**config.mk**
```make
export PLATFORM = sky130hd
export DESIGN_NAME = sorted_list_insert_remove_top
export DESIGN_NICKNAME = d
export VERILOG_FILES = /design/src/design/slist_pkg.sv /design/src/design/slist_cell.sv /design/src/design/sorted_list_insert_remove_top.sv
export SDC_FILE = /design/constraint.sdc
export NUM_CORES = 2
export LEC_CHECK = 0
export ABC_CLOCK_PERIOD_IN_PS = 6400
export BUFFER_PORTS_ARGS = -buffer_cell sky130_fd_sc_hd__buf_4
export CORE_UTILIZATION = 23
export CTS_BUF_LIST = sky130_fd_sc_hd__clkbuf_4 sky130_fd_sc_hd__clkbuf_8 sky130_fd_sc_hd__clkbuf_16
export CTS_CLUSTER_SIZE = 40
export DETAILED_ROUTE_END_ITERATION = 16
export PLACE_DENSITY_LB_ADDON = 0.08
export SYNTH_ARGS = -nofsm -noshare
export SYNTH_HDL_FRONTEND = slang
export SYNTH_HIERARCHICAL = 1
export SYNTH_SLANG_ARGS = --single-unit
```
**constraint.sdc**
```tcl
create_clock -name i_clk -period 6.4 [get_ports i_clk]
set_input_delay 0.64 -clock i_clk [delete_from_list [all_inputs] [get_ports i_clk]]
set_output_delay 0.64 -clock i_clk [all_outputs]
set_load 0.03 [all_outputs]
```
**src/design/slist_pkg.sv**
```systemverilog
`timescale 1ns / 1ps
// Package for the sorted list block: request/response structs, status codes,
// cell command struct and default capacity. No dependencies.
package slist_pkg;

    // Default number of cells in the row
    localparam int unsigned CAPACITY_DEF = 16;

    // Field widths fixed by the interface
    localparam int unsigned VALUE_W = 32;
    localparam int unsigned COUNT_W = 5;

    typedef enum logic {
        REQ_INSERT = 1'b0,
        REQ_REMOVE = 1'b1
    } t_req_type;

    typedef enum logic [1:0] {
        ST_INSERTED  = 2'd0,
        ST_REMOVED   = 2'd1,
        ST_NOT_FOUND = 2'd2,
        ST_FULL      = 2'd3
    } t_status;

    typedef struct packed {
        t_req_type                  req_type;
        logic signed [VALUE_W-1:0]  value;
    } t_req;

    typedef struct packed {
        t_status                    status;
        logic [COUNT_W-1:0]         entry_count;
        logic signed [VALUE_W-1:0]  min_value;
        logic signed [VALUE_W-1:0]  max_value;
    } t_rsp;

    // Command broadcast to every cell of the row
    typedef struct packed {
        logic                       ins_en;
        logic                       rem_en;
        logic signed [VALUE_W-1:0]  value;
    } t_cell_cmd;

endpackage

```
**src/design/slist_cell.sv**
```systemverilog
`timescale 1ns / 1ps
// One cell of the sorted row: holds one value and its valid bit, compares
// against the broadcast command and shifts with its neighbors. Uses slist_pkg.
module slist_cell (
    input  logic                                  i_clk,
    input  logic                                  i_rst_n,
    input  slist_pkg::t_cell_cmd                  i_cmd,
    input  logic                                  i_left_after,
    input  logic signed [slist_pkg::VALUE_W-1:0]  i_left_value,
    input  logic                                  i_left_valid,
    input  logic signed [slist_pkg::VALUE_W-1:0]  i_right_value,
    input  logic                                  i_right_valid,
    input  logic                                  i_found,
    output logic                                  o_after,
    output logic                                  o_match,
    output logic signed [slist_pkg::VALUE_W-1:0]  o_value,
    output logic                                  o_valid,
    output logic signed [slist_pkg::VALUE_W-1:0]  o_next_value,
    output logic                                  o_next_valid
);

    logic signed [slist_pkg::VALUE_W-1:0] r_value;
    logic signed [slist_pkg::VALUE_W-1:0] n_value;
    logic                                 r_valid;
    logic                                 n_valid;
    logic                                 ge;

    // Compare held value against the request value
    always_comb begin
        o_after = !r_valid || (r_value > i_cmd.value);
        ge      = r_valid && (r_value >= i_cmd.value);
        o_match = r_valid && (r_value == i_cmd.value);
    end

    // Shift right on insert, shift left on remove, otherwise hold
    always_comb begin
        n_value = r_value;
        n_valid = r_valid;
        if (i_cmd.ins_en) begin
            if (i_left_after) begin
                n_value = i_left_value;
                n_valid = i_left_valid;
            end else if (o_after) begin
                n_value = i_cmd.value;
                n_valid = 1'b1;
            end
        end else if (i_cmd.rem_en && i_found && ge) begin
            n_value = i_right_value;
            n_valid = i_right_valid;
        end
    end

    always_ff @(posedge i_clk) begin
        if (!i_rst_n) begin
            r_valid <= 1'b0;
        end else begin
            r_valid <= n_valid;
        end
    end

    always_ff @(posedge i_clk) begin
        r_value <= n_value;
    end

    assign o_value      = r_value;
    assign o_valid      = r_valid;
    assign o_next_value = n_value;
    assign o_next_valid = n_valid;

endmodule

```
**src/design/sorted_list_insert_remove_top.sv**
```systemverilog
`timescale 1ns / 1ps
// Top level of the sorted list: row of slist_cell instances, entry counter and
// registered response stage. Uses slist_pkg and slist_cell.
//
// Keeps up to CAPACITY signed values in ascending order in a row of cells.
// Every request is compared against all cells at once and the row shifts in
// the same cycle, so one request is accepted per clock while o_stall is low,
// and its response is registered on acceptance. The response register is
// the only buffer: o_stall rises while a response waits and i_stall is high.
// Throughput is one request per cycle while o_stall is low; the combinational
// compare across the cell row and the min/max selection set the clock period.
module sorted_list_insert_remove_top #(
    parameter int unsigned CAPACITY = slist_pkg::CAPACITY_DEF
) (
    input  logic            i_clk,
    input  logic            i_rst_n,
    input  logic            i_valid,
    output logic            o_stall,
    input  slist_pkg::t_req i_req,
    output logic            o_valid,
    input  logic            i_stall,
    output slist_pkg::t_rsp o_rsp
);

    localparam int unsigned CNT_W = $clog2(CAPACITY + 1);
    localparam int unsigned VW    = slist_pkg::VALUE_W;

    logic                     accept;
    logic                     full;
    logic                     found;
    slist_pkg::t_cell_cmd     cmd;
    logic [CNT_W-1:0]         r_count;
    logic [CNT_W-1:0]         n_count;
    logic                     r_out_valid;
    slist_pkg::t_rsp          r_rsp;
    slist_pkg::t_rsp          n_rsp;
    logic [CNT_W+4:0]         count_ext;
    logic signed [VW-1:0]     max_sel;

    logic                     after   [CAPACITY];
    logic                     match   [CAPACITY];
    logic signed [VW-1:0]     value   [CAPACITY];
    logic                     valid   [CAPACITY];
    logic signed [VW-1:0]     nvalue  [CAPACITY];
    logic                     nvalid  [CAPACITY];
    logic [CAPACITY-1:0]      match_vec;

    // Handshake: accept when the response slot is free or being drained
    assign o_stall = r_out_valid && i_stall;
    assign accept  = i_valid && !o_stall;
    assign full    = valid[CAPACITY-1];

    always_comb begin
        for (int i = 0; i < CAPACITY; i++) begin
            match_vec[i] = match[i];
        end
        found = |match_vec;
    end

    // Broadcast command to the row
    always_comb begin
        cmd.ins_en = accept && (i_req.req_type == slist_pkg::REQ_INSERT) && !full;
        cmd.rem_en = accept && (i_req.req_type == slist_pkg::REQ_REMOVE);
        cmd.value  = i_req.value;
    end

    // Build the cell row
    for (genvar g = 0; g < CAPACITY; g++) begin : g_cell
        logic                 left_after;
        logic signed [VW-1:0] left_value;
        logic                 left_valid;
        logic signed [VW-1:0] right_value;
        logic                 right_valid;

        if (g == 0) begin : g_first
            assign left_after = 1'b0;
            assign left_value = '0;
            assign left_valid = 1'b0;
        end else begin : g_mid
            assign left_after = after[g-1];
            assign left_value = value[g-1];
            assign left_valid = valid[g-1];
        end

        if (g == CAPACITY - 1) begin : g_last
            assign right_value = '0;
            assign right_valid = 1'b0;
        end else begin : g_inner
            assign right_value = value[g+1];
            assign right_valid = valid[g+1];
        end

        slist_cell u_cell (
            .i_clk         (i_clk),
            .i_rst_n       (i_rst_n),
            .i_cmd         (cmd),
            .i_left_after  (left_after),
            .i_left_value  (left_value),
            .i_left_valid  (left_valid),
            .i_right_value (right_value),
            .i_right_valid (right_valid),
            .i_found       (found),
            .o_after       (after[g]),
            .o_match       (match[g]),
            .o_value       (value[g]),
            .o_valid       (valid[g]),
            .o_next_value  (nvalue[g]),
            .o_next_valid  (nvalid[g])
        );
    end

    // Track the entry count
    always_comb begin
        n_count = r_count;
        if (cmd.ins_en) begin
            n_count = r_count + CNT_W'(1);
        end else if (cmd.rem_en && found) begin
            n_count = r_count - CNT_W'(1);
        end
    end

    always_ff @(posedge i_clk) begin
        if (!i_rst_n) begin
            r_count <= '0;
        end else begin
            r_count <= n_count;
        end
    end

    // Select the last valid cell of the updated row as the maximum
    always_comb begin
        max_sel = '0;
        for (int i = 0; i < CAPACITY; i++) begin
            if (nvalid[i] && ((i == CAPACITY - 1) || !nvalid[(i + 1) % CAPACITY])) begin
                max_sel = max_sel | nvalue[i];
            end
        end
    end

    // Form the response
    always_comb begin
        count_ext         = {5'b0, n_count};
        n_rsp.entry_count = count_ext[4:0];
        n_rsp.min_value   = nvalid[0] ? nvalue[0] : '0;
        n_rsp.max_value   = max_sel;
        if (i_req.req_type == slist_pkg::REQ_INSERT) begin
            n_rsp.status = full ? slist_pkg::ST_FULL : slist_pkg::ST_INSERTED;
        end else begin
            n_rsp.status = found ? slist_pkg::ST_REMOVED : slist_pkg::ST_NOT_FOUND;
        end
    end

    // Hold the response until taken
    always_ff @(posedge i_clk) begin
        if (!i_rst_n) begin
            r_out_valid <= 1'b0;
        end else if (accept) begin
            r_out_valid <= 1'b1;
        end else if (!i_stall) begin
            r_out_valid <= 1'b0;
        end
    end

    always_ff @(posedge i_clk) begin
        if (accept) begin
            r_rsp <= n_rsp;
        end
    end

    assign o_valid = r_out_valid;
    assign o_rsp   = r_rsp;

endmodule

```
Word-level counts from Yosys, hierarchy flattened

Index checks and enable logic that the tools add are counted.

Bits of input ports: 37
Logic and storage cells: 372
Output and inout bits: 73
Bits in registers: 605

$add $sub $neg: 2
Reduce and logical (&&, ||, !) cells: 118
Bitwise gates (word level): 16
$lt $le $gt $ge: 32
Equality and inequality tests: 17
Muxes and demuxes: 149

Operator list:

| operator                                                            | count |
|---|---|
| 32-bit two-way mux                                                  | 79 |
| 32-bit equality test                                                | 16 |
| 32-bit greater-or-equal comparator                                  | 16 |
| 32-bit greater-than comparator                                      | 16 |
| 32-bit OR                                                           | 15 |
| 1-bit logical AND                                                   | 69 |
| 1-bit two-way mux                                                   | 65 |
| 1-bit zero test                                                     | 32 |
| 1-bit logical OR                                                    | 16 |
| 16-bit OR reduction                                                 | 1 |
| 5-bit two-way mux                                                   | 2 |
| 2-bit two-way mux                                                   | 3 |
| 5-bit by 1-bit adder with 5-bit output (second input constant)      | 1 |
| 5-bit by 1-bit subtractor with 5-bit output (second input constant) | 1 |
| 2-bit by 1-bit != test with 1-bit output (second input constant)    | 1 |
| 1-bit inverter                                                      | 1 |

Logic depth before layout (Yosys ltp)

Depth after elaboration: 41
Mapped depth: 23
Gate-level depth less buffers: 19

By module

The synthesis kept the hierarchy.

By module, submodules not included:

| module                             | cells an instance | sequential area each (sq um) | times used | area an instance (sq um) |
|---|---|---|---|---|
| slist_cell at g_cell[0].u_cell ... | 352               | 660.6                        | 14         | 3113.0 |
| slist_cell at g_cell[8].u_cell ... | 350               | 660.6                        | 2          | 2910.3 |
| sorted_list_insert_remove_top      | 532               | 2252.2                       | 1          | 5602.9 |

Worst setup path after synthesis

OpenSTA, ideal clock, no wires.

Path kind: input-to-reg
Start point: input port i_valid
End point: register r_rsp (netlist bit o_rsp[21]), data pin
Data required time: 6.127 ns
Setup slack: 1.461 ns
Library setup time: 0.273 ns
Stages: 12
Path buffers: 3
Arrival: 4.666 ns
Cells stage by stage: a21boi_4 nand2_1 inv_1 clkbuf_1 nand2_1 o22a_1 nor2b_1 clkbuf_1 buf_2 a22o_1 a221oi_1 nand4_1

RTL lines:

| item                 | RTL line                             | text |
|---|---|---|
| from (decl)          | sorted_list_insert_remove_top.sv:17  | `input logic i_valid,` |
| to (signal assigned) | sorted_list_insert_remove_top.sv:166 | `r_rsp <= n_rsp;` |
| to (decl)            | sorted_list_insert_remove_top.sv:35  | `slist_pkg::t_rsp r_rsp;` |

==> metrics.md <==
| Metric | Value |
|---|---|
| Top cell type's share of synthesized area | `19.4%` |
| Outcome | `finished, violations left` |
| Unique cell type count in the Yosys netlist | `64` |
| CTS Hold Bufs | `0` |
| Vias in the first global route | `47800` |
| Ys Warns | `6` |
| Crit Path Category | `reg -> reg` |
| Hold crit path type | `in -> reg` |
| GPL Wtd Cong | `0.858` |
| Row count | `179` |
| IO Count | `110` |
| Slew headroom | `11.2%` |
| Min Tclk post-route | `5.89 ns` |
| Fillcell total | `25400` |
| Worst VDD drop | `213 uV` |
| RSZ-0062 raised after global routing | `no` |
| Synth-to-layout area growth | `15.9%` |
| Final Cycle Share | `92.0%` |
| Final WL | `266000 microns` |
| Die width | `491 microns` |
| FF+latch area | `12800 sq um` |
| Area taken by multi-input logic gates | `37800 sq um` |
| Final ANT Viol Nets | `0` |
| All-Layer GR Usage | `21.4%` |
| Avg WL per Cell | `27.8 microns` |
| Routed vias | `49700` |
| Die H | `491 microns` |
| Clk_lat worst skew | `0.74 ns` |
| Post-synthesis register bit count | `605` |
| First-pass GRT wire length | `377000 microns` |
| Htree depth | `3` |
| Max-cap violations | `0` |
| Initial antenna violation count | `17` |
| Startpoint types | `flop` |
| Largest net degree at the start of global routing | `103` |
| Port bufs | `109` |
| CTS sink cnt | `605` |
| Grt total ovfl | `0` |
| Post-synth top area cell | `dfxtp_1` |
| Syn avg cell area | `8.93 sq um` |
| P_sw | `12000 uW` |
| Crit path max fanout | `19` |
| Power per cell area | `395 nW/um^2` |
| Clock transition at path regs | `0.06 ns` |
| Sw Share | `47.5%` |
| CTS Buf Count | `91` |
| Final-stage net count | `6842` |
| Synth Instances | `6160` |
| Initial DRC Count | `4041` |
| CP Data Required Time | `6.97 ns` |
| Fin area | `63800 sq um` |
| Register share of total power | `31.3%` |
| Clock power share | `23.1%` |
| Area after DPL | `60400 sq um` |
| Resized cells post-CTS | `0` |
| Hold Violations, Final | `0` |
| Final setup viols | `0` |
| Post-DR vias/cell | `5.20` |
| Arr. time, crit path | `6.45 ns` |
| CP cell instances | `ha_1 -> nand4_1 -> or4_1 -> nor2_1 -> and3_1 -> nor4_1 -> and4_1 -> inv_1 -> buf_12 -> nand3_1 -> a21o_2 -> o21ai_0 -> o21ai_0 -> nor2b_4 -> buf_4 -> a22o_1 -> a221oi_1 -> nand4_1` |
| DRC violations left | `42` |
| Core Area | `238000 sq um` |
| Crit. End Element | `flop` |
| Internal Pwr Total | `13200 uW` |
| Fin Clk Skew | `0.0312 ns` |
| DR pass1 iterations | `12` |
| Top cells by area, synth | `dfxtp_1 19%, ha_1 12%, mux2i_1 9.3%` |
| CTS tree | `built` |
| Leak | `0.0292 uW` |
| Sequential cell area fraction in the yosys report | `23.3%` |
| Combinational share of power | `45.6%` |
| Setup Fix Bufs, Post-CTS | `0` |
| FMAX | `170 MHz` |
| Fin util | `26.8%` |
| Initial core utilization | `23.1%` |
| DIE AREA | `241000 sq um` |
| Share of cells above drive strength 1 | `24.4%` |
| Worst slew pin tran | `1.33 ns` |
| EDFF count, synth | `71` |
| Ys flop type | `dfxtp_1` |
| Synthesized cell area | `55000 sq um` |
| Slowest CP cell | `nor2b_4` |
| CP peak stage delay | `1.10 ns` |
| Clock tree buffer depth | `3` |
| Final HPWL from detailed placement | `204000 microns` |
| Async SR Flop Fraction | `0%` |
| Hold slack | `0.129 ns` |
| Failing checks | `design-rule violations` |
| CTS Root Cell | `clkbuf_16` |
| Max-slew violation count | `0` |
[synthesized netlist by cell type, drive strengths merged (2+ instances only)]
| library cell | instances |
|---|---|
| ha | 514 |
| or2 | 2 |
| clkbuf | 259 |
| a221o | 2 |
| a21bo | 14 |
| o32ai | 62 |
| xnor2 | 17 |
| a22o | 123 |
| edfxtp | 71 |
| o211a | 2 |
| a21oi | 713 |
| o31a | 17 |
| o211ai | 44 |
| a31oi | 3 |
| and2 | 33 |
| a211oi | 18 |
| a221oi | 144 |
| nand2 | 173 |
| nor2 | 36 |
| o21ai | 629 |
| nor4b | 2 |
| a41o | 2 |
| a21o | 492 |
| nor2b | 31 |
| nand4 | 138 |
| buf | 193 |
| nor3 | 78 |
| nand2b | 3 |
| o31ai | 30 |
| inv | 596 |
| or4 | 30 |
| nor4 | 21 |
| o221a | 2 |
| or2b | 2 |
| o22a | 2 |
| nand3 | 67 |
| mux2i | 513 |
| and4 | 11 |
| and3 | 79 |
| o22ai | 450 |
| dfxtp | 534 |
[area by class of cell]
class / count / area share, %
diodes: 13 / 0.0510
clock buffers: 131 / 4.38
clock inverters: 40 / 0.809
inverters: 596 / 3.58
multi-input cells: 4574 / 59.2
flip-flops and latches: 605 / 20.1
well taps: 3167 / 6.22
repair buffers: 423 / 5.61
[metrics by stage]
step                TNS (ns)  setup WS [ns]  power, uW  cells
finish                     0          0.512      25200   9549
floorplan                  0           1.46      14100   6227
global route               0          0.131      26600   9536
detailed placement     -1.23         -0.245      19300   9365
CTS                        0          0.430      25200   9536
global placement      -0.733         -0.187      19200   9365
[metal layers]
| layer | track usage (%) | share of wire (%) |
|---|---|---|
| met2 | 32.0 | 43 |
| met4 | 4.75 | 2.0 |
| met3 | 3.18 | 5.5 |
| met5 | 0 | 0.0086 |
| met1 | 31.7 | 50 |
[cell usage in the layout (no fill, tap or decap), types with 144 or more instances in the layout]
cell type,count
o21ai_0,623
inv_1,579
dfxtp_1,534
ha_1,514
mux2i_1,513
a21o_1,436
a21oi_2,406
o22ai_2,406
buf_4,391
a21oi_1,307
nand2_1,173
a221oi_1,144
[power by group through the flow]
stage	Combinational, uW	Sequential (uW)	Clock [uW]
after global placement	11200	7920	0
after detailed placement	11300	7910	0
final	11500	7890	5820
after global routing	12400	8170	6090
after CTS	11400	7860	5980
after floorplan	7090	7040	0
[sequential cells by signal, summed over array words and instances (netlist names)]
name and count:
g_cell.u_cell/o_value 512, o_rsp 71, g_cell.u_cell/o_valid 16, r_count 5, o_valid 1
[cell families after synthesis]
kind of cell    Yosys count  synth area share [%]
mux                     514                  9.36
compound gates         2754                  39.4
simple gates            706                  7.21
other cells               1               0.00682
flops                   605                  23.3
fa+ha+maj               514                  11.7
xor+xnor                 18                 0.287
buf+inv                1048                  8.76
[final timing paths]
check	to	from	slack [ns]	cells past startpoint
setup / recovery	o_rsp[22]	g_cell[7].u_cell/o_value[13]	0.51	18
hold / removal	o_valid	i_valid	0.13	2
setup reg to reg	o_rsp[22]	g_cell[7].u_cell/o_value[13]	0.51	18
hold reg to reg	r_count[4]	r_count[4]	0.48	2
[worst max-delay path: cells and delay by family (launching register included)]
| family | cells | cell delay (ns) |
|---|---|---|
| flip-flops | 1 | 0.47 |
| AND/OR/NAND/NOR | 9 | 3.24 |
| adder cells (fa/ha/maj) | 1 | 0.30 |
| buffers and inverters | 3 | 0.59 |
| AO/OA/AOI/OAI | 5 | 1.10 |
Power figures use the tool's default switching activity.
